<file path="config.mk">
export PLATFORM = sky130hd
export DESIGN_NAME = latching_valve_pulse_sequencer_top_flat
export DESIGN_NICKNAME = d
export VERILOG_FILES = /design/src/rtl/core/lvps_pkg.sv /design/src/rtl/core/lvps_req_if.sv /design/src/rtl/core/lvps_res_if.sv /design/src/rtl/core/latching_valve_pulse_sequencer_top.sv /design/src/rtl/core/lvps_cfg_regs.sv /design/src/rtl/core/lvps_seq.sv /design/src/rtl/core/lvps_out_stage.sv /design/src/flat_wrapper.sv
export SDC_FILE = /design/constraint.sdc
export NUM_CORES = 1
export LEC_CHECK = 0
export ABC_AREA = 1
export BUFFER_PORTS_ARGS = -buffer_cell sky130_fd_sc_hd__buf_2
export CORE_ASPECT_RATIO = 1.2
export CORE_MARGIN = 2
export CORE_UTILIZATION = 35
export DETAILED_ROUTE_END_ITERATION = 12
export GPL_TIMING_DRIVEN = 0
export PLACE_DENSITY = 0.61
export SLEW_MARGIN = 20
export SYNTH_ARGS = -nofsm -noshare
export SYNTH_HDL_FRONTEND = slang
export SYNTH_SLANG_ARGS = --single-unit
</file>
<file path="constraint.sdc">
create_clock -name clk -period 2.17 [get_ports clk]
set_input_delay 0.217 -clock clk [delete_from_list [all_inputs] [get_ports clk]]
set_output_delay 0.217 -clock clk [all_outputs]
set_load 0.05 [all_outputs]
</file>
<file path="src/rtl/core/lvps_pkg.sv">
`timescale 1ns / 1ps
// Types and constants of the latching valve pulse sequencer.
// No dependencies; used by every other file of the block except lvps_res_if.
package lvps_pkg;

	localparam int unsigned TickW   = 16;
	localparam int unsigned FuncW   = 3;
	localparam int unsigned CfgIdxW = 1;

	localparam logic [TickW-1:0] WaitTicksRst  = 16'd100;
	localparam logic [TickW-1:0] PulseTicksRst = 16'd75;

	localparam logic [CfgIdxW-1:0] CFG_WAIT_TICKS  = 1'b0;
	localparam logic [CfgIdxW-1:0] CFG_PULSE_TICKS = 1'b1;

	typedef enum logic [FuncW-1:0] {
		FN_TICK       = 3'd0,
		FN_OPEN       = 3'd1,
		FN_CLOSE      = 3'd2,
		FN_OPEN_CLOSE = 3'd3,
		FN_RETRY      = 3'd4
	} func_t;

	typedef enum logic [1:0] {
		PH_IDLE  = 2'd0,
		PH_WAIT  = 2'd1,
		PH_PULSE = 2'd2
	} phase_t;

	typedef enum logic [1:0] {
		MODE_CLOSE      = 2'd0,
		MODE_OPEN       = 2'd1,
		MODE_OPEN_CLOSE = 2'd2
	} mode_t;

	typedef struct packed {
		logic [TickW-1:0] wait_ticks;
		logic [TickW-1:0] pulse_ticks;
	} cfg_t;

	typedef struct packed {
		logic coil_one_on;
		logic coil_two_on;
		logic finish_sent;
		logic notice_pending;
		logic busy_res;
	} res_t;

endpackage

</file>
<file path="src/rtl/core/lvps_req_if.sv">
`timescale 1ns / 1ps
// Request channel of the valve sequencer: valid/ready with func and queue_ready.
// Depends on lvps_pkg for field widths.
interface lvps_req_if;
	logic                        valid;
	logic                        ready;
	logic [lvps_pkg::FuncW-1:0] func;
	logic                        queue_ready;

	modport source (output valid, func, queue_ready, input ready);
	modport sink (input valid, func, queue_ready, output ready);
endinterface

</file>
<file path="src/rtl/core/lvps_res_if.sv">
`timescale 1ns / 1ps
// Result channel of the valve sequencer: valid/ready with coil and notice status.
// No dependencies.
interface lvps_res_if;
	logic valid;
	logic ready;
	logic coil_one_on;
	logic coil_two_on;
	logic finish_sent;
	logic notice_pending;
	logic busy_res;

	modport source (output valid, coil_one_on, coil_two_on, finish_sent, notice_pending,
		busy_res, input ready);
	modport sink (input valid, coil_one_on, coil_two_on, finish_sent, notice_pending,
		busy_res, output ready);
endinterface

</file>
<file path="src/rtl/core/latching_valve_pulse_sequencer_top.sv">
`timescale 1ns / 1ps
// Latching valve pulse sequencer: two-coil valve driver with timed wait and pulse.
// Depends on lvps_pkg, lvps_req_if, lvps_res_if, lvps_cfg_regs, lvps_seq, lvps_out_stage.
//
// Usage:
//   req carries one request per handshake: func (tick, open, close, open-then-close,
//   retry notice, others ignored) and queue_ready. res returns exactly one result per
//   request: coil drive levels, finish notice delivered, notice pending and busy.
//   cfg_we/cfg_idx/cfg_wdata write wait_ticks (index 0) and pulse_ticks (index 1);
//   a new value is used from the next phase start. Write only while idle.
//   The result of a request is registered and is valid the cycle after it is accepted.
//   Throughput: one request per cycle while not stalled; the state update is a single pass through
//   the sequencer logic into its state and the result register.
//   Stall: req.ready stays high while the result register is empty or being taken
//   in the same cycle; while the receiver holds res.ready low with a result waiting,
//   req.ready drops and state holds.
//   Reset: both coils off, idle, no notice pending, wait 100 and pulse 75 ticks,
//   no result valid.
module latching_valve_pulse_sequencer_top (
	input  logic                          clk,
	input  logic                          arst_n,
	input  logic                          cfg_we,
	input  logic [lvps_pkg::CfgIdxW-1:0] cfg_idx,
	input  logic [lvps_pkg::TickW-1:0]   cfg_wdata,
	lvps_req_if.sink                      req,
	lvps_res_if.source                    res
);

	lvps_pkg::cfg_t cfg;
	lvps_pkg::res_t res_d;
	logic           space;
	logic           acc;

	assign req.ready = space;
	assign acc       = req.valid && space;

	lvps_cfg_regs u_cfg (
		.clk       (clk),
		.arst_n    (arst_n),
		.cfg_we    (cfg_we),
		.cfg_idx   (cfg_idx),
		.cfg_wdata (cfg_wdata),
		.cfg       (cfg)
	);

	lvps_seq u_seq (
		.clk         (clk),
		.arst_n      (arst_n),
		.acc         (acc),
		.func        (req.func),
		.queue_ready (req.queue_ready),
		.cfg         (cfg),
		.res_d       (res_d)
	);

	lvps_out_stage u_out (
		.clk    (clk),
		.arst_n (arst_n),
		.load   (acc),
		.res_d  (res_d),
		.space  (space),
		.res    (res)
	);

endmodule

</file>
<file path="src/rtl/core/lvps_cfg_regs.sv">
`timescale 1ns / 1ps
// Wait and pulse length registers behind the plain write port.
// Depends on lvps_pkg.
module lvps_cfg_regs (
	input  logic                          clk,
	input  logic                          arst_n,
	input  logic                          cfg_we,
	input  logic [lvps_pkg::CfgIdxW-1:0] cfg_idx,
	input  logic [lvps_pkg::TickW-1:0]   cfg_wdata,
	output lvps_pkg::cfg_t                cfg
);

	lvps_pkg::cfg_t cfg_q;

	always_ff @(posedge clk or negedge arst_n) begin
		if (!arst_n) begin
			cfg_q.wait_ticks  <= lvps_pkg::WaitTicksRst;
			cfg_q.pulse_ticks <= lvps_pkg::PulseTicksRst;
		end else if (cfg_we) begin
			case (cfg_idx)
				lvps_pkg::CFG_WAIT_TICKS:  cfg_q.wait_ticks  <= cfg_wdata;
				lvps_pkg::CFG_PULSE_TICKS: cfg_q.pulse_ticks <= cfg_wdata;
				default: ;
			endcase
		end
	end

	assign cfg = cfg_q;

endmodule

</file>
<file path="src/rtl/core/lvps_seq.sv">
`timescale 1ns / 1ps
// Valve sequencer state and its single-pass next-state logic per request.
// Depends on lvps_pkg.
module lvps_seq (
	input  logic                        clk,
	input  logic                        arst_n,
	input  logic                        acc,
	input  logic [lvps_pkg::FuncW-1:0] func,
	input  logic                        queue_ready,
	input  lvps_pkg::cfg_t              cfg,
	output lvps_pkg::res_t              res_d
);

	lvps_pkg::phase_t             phase_q, phase_d;
	lvps_pkg::mode_t              mode_q, mode_d;
	logic [lvps_pkg::TickW-1:0]  ticks_q, ticks_d;
	logic                         coil_one_q, coil_one_d;
	logic                         coil_two_q, coil_two_d;
	logic                         pending_q, pending_d;
	logic                         sent;

	always_comb begin
		phase_d    = phase_q;
		mode_d     = mode_q;
		ticks_d    = ticks_q;
		coil_one_d = coil_one_q;
		coil_two_d = coil_two_q;
		pending_d  = pending_q;
		sent       = 1'b0;
		case (func)
			lvps_pkg::FN_TICK: begin
				if (phase_q == lvps_pkg::PH_WAIT || phase_q == lvps_pkg::PH_PULSE) begin
					if (ticks_q > 16'd1) begin
						ticks_d = ticks_q - 16'd1;
					end else if (phase_q == lvps_pkg::PH_WAIT) begin
						if (mode_q == lvps_pkg::MODE_OPEN || mode_q == lvps_pkg::MODE_OPEN_CLOSE)
							coil_two_d = 1'b1;
						else if (mode_q == lvps_pkg::MODE_CLOSE)
							coil_one_d = 1'b1;
						phase_d = lvps_pkg::PH_PULSE;
						ticks_d = cfg.pulse_ticks;
					end else begin
						coil_one_d = 1'b0;
						coil_two_d = 1'b0;
						if (mode_q == lvps_pkg::MODE_OPEN_CLOSE) begin
							mode_d  = lvps_pkg::MODE_CLOSE;
							phase_d = lvps_pkg::PH_WAIT;
							ticks_d = cfg.wait_ticks;
						end else begin
							phase_d = lvps_pkg::PH_IDLE;
							ticks_d = '0;
							if (queue_ready) begin
								sent      = 1'b1;
								pending_d = 1'b0;
							end else begin
								pending_d = 1'b1;
							end
						end
					end
				end
			end
			lvps_pkg::FN_OPEN, lvps_pkg::FN_CLOSE, lvps_pkg::FN_OPEN_CLOSE: begin
				case (func)
					lvps_pkg::FN_OPEN:  mode_d = lvps_pkg::MODE_OPEN;
					lvps_pkg::FN_CLOSE: mode_d = lvps_pkg::MODE_CLOSE;
					default:            mode_d = lvps_pkg::MODE_OPEN_CLOSE;
				endcase
				coil_one_d = 1'b0;
				coil_two_d = 1'b0;
				phase_d    = lvps_pkg::PH_WAIT;
				ticks_d    = cfg.wait_ticks;
			end
			lvps_pkg::FN_RETRY: begin
				if (pending_q && queue_ready) begin
					pending_d = 1'b0;
					sent      = 1'b1;
				end
			end
			default: ;
		endcase
	end

	always_ff @(posedge clk or negedge arst_n) begin
		if (!arst_n) begin
			phase_q    <= lvps_pkg::PH_IDLE;
			mode_q     <= lvps_pkg::MODE_CLOSE;
			ticks_q    <= '0;
			coil_one_q <= 1'b0;
			coil_two_q <= 1'b0;
			pending_q  <= 1'b0;
		end else if (acc) begin
			phase_q    <= phase_d;
			mode_q     <= mode_d;
			ticks_q    <= ticks_d;
			coil_one_q <= coil_one_d;
			coil_two_q <= coil_two_d;
			pending_q  <= pending_d;
		end
	end

	assign res_d.coil_one_on    = coil_one_d;
	assign res_d.coil_two_on    = coil_two_d;
	assign res_d.finish_sent    = sent;
	assign res_d.notice_pending = pending_d;
	assign res_d.busy_res       = (phase_d == lvps_pkg::PH_WAIT) ||
		(phase_d == lvps_pkg::PH_PULSE);

`ifndef NO_ASSERTIONS
	a_coils_exclusive: assert property (@(posedge clk) disable iff (!arst_n)
		!(coil_one_q && coil_two_q))
		else $error("both valve coils driven");

	a_coil_only_in_pulse: assert property (@(posedge clk) disable iff (!arst_n)
		(coil_one_q || coil_two_q) |-> (phase_q == lvps_pkg::PH_PULSE))
		else $error("coil driven outside pulse phase");

	a_idle_counter_clear: assert property (@(posedge clk) disable iff (!arst_n)
		(phase_q == lvps_pkg::PH_IDLE) |-> (ticks_q == '0))
		else $error("tick counter not clear while idle");

	a_request_starts_wait: assert property (@(posedge clk) disable iff (!arst_n)
		(acc && (func == lvps_pkg::FN_OPEN || func == lvps_pkg::FN_CLOSE ||
		func == lvps_pkg::FN_OPEN_CLOSE)) |=>
		(phase_q == lvps_pkg::PH_WAIT && !coil_one_q && !coil_two_q))
		else $error("valve request did not start a wait phase");
`endif

endmodule

</file>
<file path="src/rtl/core/lvps_out_stage.sv">
`timescale 1ns / 1ps
// Result register between the sequencer and the result channel.
// Depends on lvps_pkg and lvps_res_if.
module lvps_out_stage (
	input  logic           clk,
	input  logic           arst_n,
	input  logic           load,
	input  lvps_pkg::res_t res_d,
	output logic           space,
	lvps_res_if.source     res
);

	logic           valid_q;
	lvps_pkg::res_t res_q;

	always_ff @(posedge clk or negedge arst_n) begin
		if (!arst_n) begin
			valid_q <= 1'b0;
		end else if (load) begin
			valid_q <= 1'b1;
		end else if (res.ready) begin
			valid_q <= 1'b0;
		end
	end

	always_ff @(posedge clk) begin
		if (load) begin
			res_q <= res_d;
		end
	end

	assign space              = !valid_q || res.ready;
	assign res.valid          = valid_q;
	assign res.coil_one_on    = res_q.coil_one_on;
	assign res.coil_two_on    = res_q.coil_two_on;
	assign res.finish_sent    = res_q.finish_sent;
	assign res.notice_pending = res_q.notice_pending;
	assign res.busy_res       = res_q.busy_res;

`ifndef NO_ASSERTIONS
	a_sent_clears_pending: assert property (@(posedge clk) disable iff (!arst_n)
		(valid_q && res_q.finish_sent) |-> !res_q.notice_pending)
		else $error("notice delivered but still pending");

	a_load_only_with_space: assert property (@(posedge clk) disable iff (!arst_n)
		load |-> space)
		else $error("result loaded over an untaken result");

	a_load_shows_valid: assert property (@(posedge clk) disable iff (!arst_n)
		load |=> valid_q)
		else $error("loaded result not presented");
`endif

endmodule
</file>
<file path="src/flat_wrapper.sv">
// flat-port wrapper written by rule: the top's interface ports become plain ports
module latching_valve_pulse_sequencer_top_flat 
  (clk, arst_n, cfg_we, cfg_idx, cfg_wdata, req_valid, req_func, req_queue_ready, req_ready, res_valid, res_coil_one_on, res_coil_two_on, res_finish_sent, res_notice_pending, res_busy_res, res_ready);
  lvps_req_if req_i ();
  lvps_res_if res_i ();
  input  logic clk;
  input  logic arst_n;
  input  logic cfg_we;
  input  logic [lvps_pkg::CfgIdxW-1:0] cfg_idx;
  input  logic [lvps_pkg::TickW-1:0] cfg_wdata;
  input wire logic [$bits(req_i.valid)-1:0] req_valid;
  input wire logic [$bits(req_i.func)-1:0] req_func;
  input wire logic [$bits(req_i.queue_ready)-1:0] req_queue_ready;
  output wire logic [$bits(req_i.ready)-1:0] req_ready;
  output wire logic [$bits(res_i.valid)-1:0] res_valid;
  output wire logic [$bits(res_i.coil_one_on)-1:0] res_coil_one_on;
  output wire logic [$bits(res_i.coil_two_on)-1:0] res_coil_two_on;
  output wire logic [$bits(res_i.finish_sent)-1:0] res_finish_sent;
  output wire logic [$bits(res_i.notice_pending)-1:0] res_notice_pending;
  output wire logic [$bits(res_i.busy_res)-1:0] res_busy_res;
  input wire logic [$bits(res_i.ready)-1:0] res_ready;
  assign req_i.valid = req_valid;
  assign req_i.func = req_func;
  assign req_i.queue_ready = req_queue_ready;
  assign req_ready = req_i.ready;
  assign res_valid = res_i.valid;
  assign res_coil_one_on = res_i.coil_one_on;
  assign res_coil_two_on = res_i.coil_two_on;
  assign res_finish_sent = res_i.finish_sent;
  assign res_notice_pending = res_i.notice_pending;
  assign res_busy_res = res_i.busy_res;
  assign res_i.ready = res_ready;
  latching_valve_pulse_sequencer_top u_core (.clk(clk), .arst_n(arst_n), .cfg_we(cfg_we), .cfg_idx(cfg_idx), .cfg_wdata(cfg_wdata), .req(req_i), .res(res_i));
endmodule
</file>
After elaboration in Yosys (flattened, before gate mapping)

Index checks and enable logic that the tools add are counted.
Widths: inputs -> output; s select.

$add $sub $neg: 1
Equal/unequal tests: 14
Mux-type cells: 43
$lt $le $gt $ge: 1
Bitwise operators: 1
Reduce and logical (&&, ||, !) cells: 16

Operator list:

| operator              | number |
|---|---|
| $mux 16               | 4 |
| $pmux 16 s2           | 1 |
| $mux 1                | 24 |
| $gt 16x1->1 const B   | 1 |
| $sub 16x1->16 const B | 1 |
| $mux 2                | 7 |
| $pmux 2 s2            | 3 |
| $ne 2x2->1 const B    | 4 |
| $pmux 1 s2            | 4 |
| $eq 2x1->1 const B    | 3 |
| $eq 2x2->1 const B    | 3 |
| $eq 3x2->1 const B    | 2 |
| $reduce_and 6->1      | 1 |
| $logic_or 1x1->1      | 4 |
| $reduce_and 2->1      | 2 |
| $reduce_bool 2->1     | 2 |
| $eq 3x1->1 const B    | 1 |
| $eq 3x3->1 const B    | 1 |
| $logic_not 3->1       | 1 |
| $reduce_and 3->1      | 1 |
| $reduce_or 3->1       | 1 |
| $logic_and 1x1->1     | 2 |
| $logic_not 2->1       | 1 |
| $logic_not 1->1       | 1 |
| $not 1->1             | 1 |

Register bits: 61
Output and inout bits: 7

Logic depth before layout (Yosys ltp)

Gate-level depths: netlist of the first run.

Depth after elaboration: 8
Mapped depth: 11

Modules after synthesis

Synthesis of the first run repeated with hierarchy kept, for this count alone.

Cell total of the unflattened synthesis: 501
Area total of the unflattened synthesis: 3717.3 µm²

Modules (own cells, without submodules):

| module                             | sequential area each (µm²) | area an instance (µm²) | times used | cells an instance |
|---|---|---|---|---|
| lvps_seq                           | 575.6                      | 2185.8                 | 1          | 349 |
| lvps_cfg_regs                      | 809.5                      | 1328.8                 | 1          | 140 |
| lvps_out_stage                     | 175.2                      | 195.2                  | 1          | 10 |
| latching_valve_pulse_sequencer_top | 0.0                        | 7.5                    | 1          | 2 |

Worst setup path before layout of the first run

No wires, ideal clock.

Kind: reg-to-reg
From: reg u_core.u_out.valid_q (netlist: u_core.u_out.res.valid)
To: reg u_core.u_seq.ticks_q[12] in the netlist's numbering
Setup slack: 118 ps
Data required time: 2054 ps
Data arrival time: 1936 ps
Setup time: 116 ps
Stages on the path, launching flop included: 9
Buffers on the path: 1
Cell sequence: dfrtp_1 -> nand2_1 -> nand2_1 -> nor2_2 -> o21ai_2 -> buf_2 -> nor2_1 -> nand2_1 -> nand2_1

Word-level cells in the longest chain between the ends: 4

Ends and longest elaborated chain:

| element                           | line                                     | RTL |
|---|---|---|
| start: declaration                | lvps_out_stage.sv:13                     | `logic valid_q;` |
| start signal: assignment          | lvps_out_stage.sv:18                     | `valid_q <= 1'b0;` |
| start signal: assignment          | lvps_out_stage.sv:20                     | `valid_q <= 1'b1;` |
| start signal: assignment          | lvps_out_stage.sv:22                     | `valid_q <= 1'b0;` |
| $logic_not 1->1                   | lvps_out_stage.sv:32                     | `assign space = !valid_q \|\| res.ready;` |
| $logic_or 1x1->1                  | lvps_out_stage.sv:32                     |  |
| named net req_ready               | flat_wrapper.sv:14                       | `output wire logic [$bits(req_i.ready)-1:0] req_ready;` |
| $logic_and 1x1->1                 | latching_valve_pulse_sequencer_top.sv:35 | `assign acc = req.valid && space;` |
| $reduce_and 3->1 (no source line) | --                                       |  |
| end signal: assignment            | lvps_seq.sv:94                           | `ticks_q <= ticks_d;` |
| end: declaration                  | lvps_seq.sv:16                           | `logic [lvps_pkg::TickW-1:0] ticks_q, ticks_d;` |

The timed path passes the listed nets, and every way through them passes these cells.
A chain may end at the register's enable or synchronous reset.

==> metrics.cfg, run 1 <==
[cells_and_area]
layout_cells_excl_fill = 642
final_common_cell = sky130_fd_sc_hd__nand2_1
final_layout_size_suffix_gt1_share_pct = 14.45
fill_cells = 1024
syn_to_final_growth_pct = 18.58
most-common-layout-cells = sky130_fd_sc_hd__nand2_1, sky130_fd_sc_hd__inv_1, sky130_fd_sc_hd__o21ai_0, sky130_fd_sc_hd__dfrtp_1, sky130_fd_sc_hd__buf_2
diodes = 0
final_nets = 546
final_design_area_no_fill_um2 = 4089

[die]
chipWidth_um = 94.61
fp.dieArea_um2 = 10670
design.core.area_um2 = 9564
effective_utilization_at_floorplan_pct = 36.05
die_height_um = 112.7
io-pin-count = 33
num_rows = 39

[global_route]
first_global_vias = 3194
antenna_found_initial = 0
grt_pass1_wl_um = 14510
globalRouteTotalUtil_pct = 17.50
grt_start_max_net_pins = 57
overflow = 0

[timing]
layout_worst_path_cycle_share_pct = 89.50
tightestPinTransition_ps = 724.7
fin_worst_skew_ps = 6.197
setup-tns-final_ps = 0
hold_ws_ps = 111.7
timing.final.setup_violations = 0
rsz0062_at_grt = no
timing.slew.headroom_pct = 51.69
timing.final.hold_violations = 0
final_period_minus_worst_setup_slack_ps = 1942
fmaxAchievable_ghz = 0.5149
slew_violations = 0

[pwr]
power_density_nw_per_um2 = 976.3
power_report.internal_total_mw = 2.696
fin_total_pwr_mw = 3.992
power.combinational.fraction_pct = 23.7
sw_frac_of_total_pct = 32.45
peak_supply_drop_mv = 0.6236
net-switching-power_mw = 1.295
seq_power_share_pct = 38.1
cellLeakagePower_nw = 2.131
share_clk_of_total_power_pct = 38.2

[critical_path]
worst_setup_path_end_kind = flop
cp_data_required_time_ps = 2250
worst_path_max_delay_cell = sky130_fd_sc_hd__dfrtp_1
number_of_cell_instances_on_the_worst_register_to_register_path = 9
critical_path.startpoint_type = flop
timing.setup.critical_path_class = flop to flop
reg2reg_slack_ps = 230
rr_startpoint = u_core.u_seq.ticks_q[0]
worst-path-max-fanout = 6
cpPeakStageDelay_ps = 390
crit_chain = inv_1 -> ha_1 -> o21ai_1 -> nor2_4 -> nand2_4 -> nor2_2 -> a21oi_1 -> nand2_1 -> o21ai_0
worst_flop_to_flop_path_endpoint = u_core.u_out.res.coil_one_on
cp_data_arrival_time_ps = 2020

[synth]
synth_seq_area_share_pct = 45.25
syn_std_cell_area_um2 = 3448
yosysWarningCount = 0
synth_area_per_cell_um2 = 7.321
yosys_register_bits = 61
synth_cell_type_count = 27
syn_nets = 502
syn-instance-count = 471

[drt]
detail_route.first_pass.iterations = 4
drt-total-wl_um = 8341
first_iter_violations = 205
drc = 0
ant_nets = 0
route.detailed.vias_per_inst = 4.796
drt-wirelength-per-cell_um = 12.99
detailroute.via_count = 3079

[clock_network]
cts_tree = done
cts_root_buffer = sky130_fd_sc_hd__clkbuf_16
cts_post_setup_buffers_inserted = 0
clock_tree.buffer_depth = 2
path_clk_slew_ps = 60
cts_made_buffers = 9
htree_num_levels = 3
worstSkewPairLatency_ps = 330
numClockSinks = 61

[placement]
placed_area_um2 = 3765
io_buffers = 32
dp_hpwl_um = 6059
numPlacedInstances = 626
finalWeightedCongestion = 0.8610

[min_path]
hold_critical_path_depth = 3
worst_min_path_class = input pin to flop
worstHoldEndpoint = u_core.u_cfg.cfg[1]
hold_path_startpoint = cfg_wdata[1]

[run]
max_capacitance_violation_total = 0

[outcome]
status = complete, no violations

[worst max-delay path: cells and delay by family (launching register included)]
| family | cells | cell delay [ps] |
|---|---|---|
| simple gates | 4 | 530 |
| flops | 1 | 390 |
| compound gates | 3 | 380 |
| fa+ha+maj | 1 | 260 |
| buf+inv | 1 | 120 |
[layout make-up]
type / instances / area [µm²] / area share [%]
Sequential cell: 61 / 1560 / 38.16
Multi-Input combinational cell: 323 / 1534 / 37.52
Inverter: 74 / 277.8 / 6.793
Clock buffer: 9 / 225.2 / 5.508
Timing Repair Buffer: 33 / 172.7 / 4.223
Tap cell: 123 / 153.9 / 3.764
Clock inverter: 6 / 88.84 / 2.173
Buffer: 13 / 76.32 / 1.867
[how the worst max path moves through the flow]
stage	from	endpoint	slack, ps	cells after the start
5_1_grt	u_core.u_seq.phase_q[1]	u_core.u_seq.ticks_q[15]	40	8
2_1_floorplan	u_core.u_out.res.valid	u_core.u_seq.ticks_q[12]	120	8
4_1_cts	u_core.u_seq.ticks_q[0]	u_core.u_out.res.coil_two_on	220	9
6_report	u_core.u_seq.ticks_q[0]	u_core.u_out.res.coil_one_on	230	9
3_3_place_gp	u_core.u_seq.ticks_q[0]	u_core.u_out.res.coil_one_on	260	9
3_5_place_dp	u_core.u_seq.ticks_q[0]	u_core.u_out.res.coil_two_on	230	9
[power groups by stage]
stage               Combinational [mW]  Clock, mW  Sequential, mW
global route                      1.10       1.61            1.55
detailed placement               0.947          0            1.54
floorplan                        0.716          0            1.52
global placement                 0.922          0            1.53
CTS                              0.954       1.56            1.52
finish                           0.945       1.52            1.52
[cells by family (layout without fill, tap and decap cells)]
logic type | after synthesis | count (layout) | synth area share, %
AO/OA/AOI/OAI | 78 | 78 | 12.19
XOR/XNOR | 11 | 11 | 2.794
adder cells (fa/ha/maj) | 5 | 5 | 1.814
buffers and inverters | 87 | 135 | 10.27
flip-flops | 61 | 61 | 45.25
AND/OR/NAND/NOR | 229 | 229 | 27.68
[per-layer routing]
layer | up-vias | share of wire, % | track usage [%] | routed length, µm
li1 | 1570 | - | - | -
met4 | 0 | 2.6 | 8.502 | 214
met5 | - | 0 | 0 | 0
met3 | 14 | 3.5 | 3.995 | 295
met1 | 1438 | 44 | 21.57 | 3674
met2 | 57 | 50 | 28.70 | 4156
[cells in the mapped netlist, drive strengths merged]
library cell / number / area, µm²
nand3: 30 / 150.1
a22oi: 4 / 30.03
edfxtp: 5 / 150.1
dfrtp: 49 / 1226
xor2: 6 / 52.55
o22ai: 1 / 6.260
nand2: 155 / 591.8
dfstp: 7 / 183.9
ha: 5 / 62.56
inv: 74 / 277.8
o21ai: 59 / 310.3
o41ai: 1 / 8.760
nor2: 39 / 181.4
xnor2: 5 / 43.79
buf: 8 / 57.55
a21oi: 13 / 65.06
clkbuf: 5 / 18.77
nand4: 5 / 31.28
[per-stage QoR]
stage | utilization, % | worst slack (ps)
after floorplan | - | 117.7
after global placement | 39.34 | 262.0
after detailed placement | 39.36 | 226.3
after CTS | 42.75 | 216.8
after global routing | 42.75 | 43.60
final | 42.75 | 227.9
[flip-flops by register name (all words and copies together) (netlist names), 2 cells and up]
name and flops:
u_core.u_seq.mode_q 2, u_core.u_seq.phase_q 2, u_core.u_cfg.cfg 32, u_core.u_seq.ticks_q 16
[timing repair]
action / CTS / global route
hold buffers: 1 / 0
gates resized for setup: 0 / 0
hold endpoints to repair: 49 / 0
setup endpoints to repair: 0 / 0
Power figures use the tool's default switching activity.
==> run 2, diff against run 1 <==
--- a/config.mk
+++ b/config.mk
@@ -10,6 +10,7 @@
 export CORE_ASPECT_RATIO = 1.2
 export CORE_MARGIN = 2
 export CORE_UTILIZATION = 35
+export CTS_BUF_LIST = sky130_fd_sc_hd__clkbuf_2
 export DETAILED_ROUTE_END_ITERATION = 12
 export GPL_TIMING_DRIVEN = 0
 export PLACE_DENSITY = 0.61
==> metrics.cfg, run 2 (synthesized netlist as in run 1, its figures left out) <==
[placement]
place_ws_ps = 226.3  ; unchanged
finalWeightedCongestion = 0.8610  ; unchanged
numPlacedInstances = 626  ; unchanged
dp_hpwl_um = 6059  ; unchanged
placed_area_um2 = 3765  ; unchanged
io_buffers = 32  ; unchanged

[cells_and_area]
fill_cells = 1023  ; -0.098%
most-common-layout-cells = sky130_fd_sc_hd__nand2_1, sky130_fd_sc_hd__inv_1, sky130_fd_sc_hd__o21ai_0, sky130_fd_sc_hd__dfrtp_1, sky130_fd_sc_hd__buf_2
layout_cells_excl_fill = 666  ; +3.7%
final_design_area_no_fill_um2 = 4141  ; +1.3%
final_core_util_pct = 43.30  ; +0.55 points
final_nets = 569  ; +4.2%
final_layout_size_suffix_gt1_share_pct = 13.84  ; -0.61 points
syn_to_final_growth_pct = 20.10
final_common_cell = sky130_fd_sc_hd__nand2_1
largest_register_ffs = 32  ; unchanged

[global_route]
grt_start_max_net_pins = 57  ; unchanged
antenna_found_initial = 1  ; +1
overflow = 0  ; unchanged
globalRouteTotalUtil_pct = 17.61  ; +0.11 points
grt_pass1_wl_um = 14750  ; +1.6%
first_global_vias = 3322  ; +4.0%

[timing]
fmaxAchievable_ghz = 0.5105  ; -0.86%
setup-tns-final_ps = 0  ; unchanged
post-route-worst-setup-slack_ps = 211.1  ; -16.80 ps
fin_worst_skew_ps = 29.42  ; +23.22 ps
timing.final.hold_violations = 0  ; unchanged
slew_violations = 0  ; unchanged
rsz0062_at_grt = no
timing.slew.headroom_pct = 52.58  ; +0.90 points
timing.final.setup_violations = 0  ; unchanged
final_period_minus_worst_setup_slack_ps = 1959  ; +16.80 ps
hold_ws_ps = 42.31  ; -69.36 ps
tightestPinTransition_ps = 711.3  ; -13.43 ps
layout_worst_path_cycle_share_pct = 90.27  ; +0.77 points

[clock_network]
worstSkewPairLatency_ps = 560  ; +230 ps
cts_made_buffers = 9  ; unchanged
path_clk_slew_ps = 200  ; +140 ps
numClockSinks = 61  ; unchanged
cts_post_setup_buffers_inserted = 0  ; unchanged
cts_root_buffer = sky130_fd_sc_hd__clkbuf_2
htree_num_levels = 3  ; unchanged
cts_tree = done
clock_tree.buffer_depth = 2  ; unchanged

[drt]
drt-total-wl_um = 8453  ; +1.3%
drt-wirelength-per-cell_um = 12.69  ; -2.3%
ant_nets = 0  ; unchanged
detailroute.via_count = 3147  ; +2.2%
route.detailed.vias_per_inst = 4.725  ; -1.5%
first_iter_violations = 199  ; -2.9%
drc = 0  ; unchanged
detail_route.first_pass.iterations = 4  ; unchanged

[critical_path]
worst-path-max-fanout = 6  ; unchanged
timing.setup.critical_path_class = flop to flop
cp_data_required_time_ps = 2500  ; +250 ps
cp_data_arrival_time_ps = 2280  ; +260 ps
critical_path.startpoint_type = flop
reg2reg_slack_ps = 210  ; -20 ps
worst_setup_path_end_kind = flop

[die]
chipWidth_um = 94.61  ; unchanged
design.core.area_um2 = 9564  ; unchanged
fp.dieArea_um2 = 10670  ; unchanged
num_rows = 39  ; unchanged
io-pin-count = 33  ; unchanged
effective_utilization_at_floorplan_pct = 36.05  ; unchanged
die_height_um = 112.7  ; unchanged

[pwr]
cellLeakagePower_nw = 2.151  ; +0.93%
power_density_nw_per_um2 = 805.6  ; -17%
peak_supply_drop_mv = 0.5422  ; -13%
fin_total_pwr_mw = 3.336  ; -16%

[run]
max_capacitance_violation_total = 0  ; unchanged

[outcome]
status = complete, no violations

[min_path]
worst_min_path_class = input pin to flop

-- run 2: power by group --
| group | switching [mW] | internal [mW] | total (mW) |
|---|---|---|---|
| registers | 0.174 | 1.34 | 1.52 |
| logic | 0.595 | 0.380 | 0.975 |
| clock network | 0.471 | 0.374 | 0.845 |
| total | 1.24 | 2.10 | 3.34 |
-- run 2: final cells by class --
type | instances | area, µm² | area share, %
antenna | 1 | 2.502 | 0.06042
sequential | 61 | 1560 | 37.67
tap | 123 | 153.9 | 3.716
clock inverter | 6 | 88.84 | 2.145
inverter | 74 | 277.8 | 6.707
multi-input combinational | 323 | 1534 | 37.04
timing repair buffer | 56 | 402.9 | 9.728
buffer | 13 | 76.32 | 1.843
clock buffer | 9 | 45.04 | 1.088
-- run 2: path summary, 6_finish.rpt --
| check | cells after the start | startpoint | end |
|---|---|---|---|
| min in group asynchronous | 2 | arst_n | u_core.u_seq.ticks_q[10] |
| setup / recovery | 9 | u_core.u_seq.ticks_q[0] | u_core.u_out.res.coil_one_on |
| hold / removal | 4 | req_valid | u_core.u_seq.pending_q |
| max in group asynchronous | 2 | arst_n | u_core.u_cfg.cfg[23] |
| hold reg to reg | 2 | u_core.u_cfg.cfg[3] | u_core.u_cfg.cfg[3] |
| setup reg to reg | 9 | u_core.u_seq.ticks_q[0] | u_core.u_out.res.coil_one_on |
-- run 2: what timing repair did --
item | 4_1_cts | 5_1_grt
hold buffers | 24 | 0
endpoints found under the hold margin | 85 | 0
setup endpoints to repair | 0 | 0
gates resized for setup | 0 | 0
-- run 2: metal layers --
| metal | wire [µm] | track usage (%) | up-vias |
|---|---|---|---|
| li1 | - | - | 1610 |
| met1 | 3700 | 21.67 | 1474 |
| met2 | 4256 | 29.08 | 50 |
| met3 | 302 | 3.063 | 13 |
| met4 | 193 | 9.662 | 0 |
| met5 | 0 | 0 | - |
-- run 2: critical path: stages, from the launching register on --
cell,delay [ps]
sky130_fd_sc_hd__dfrtp_1,440
sky130_fd_sc_hd__inv_1,120
sky130_fd_sc_hd__ha_1,270
sky130_fd_sc_hd__o21ai_1,150
sky130_fd_sc_hd__nor2_4,170
sky130_fd_sc_hd__nand2_4,110
sky130_fd_sc_hd__nor2_2,160
sky130_fd_sc_hd__a21oi_1,160
sky130_fd_sc_hd__nand2_1,90
sky130_fd_sc_hd__o21ai_0,70
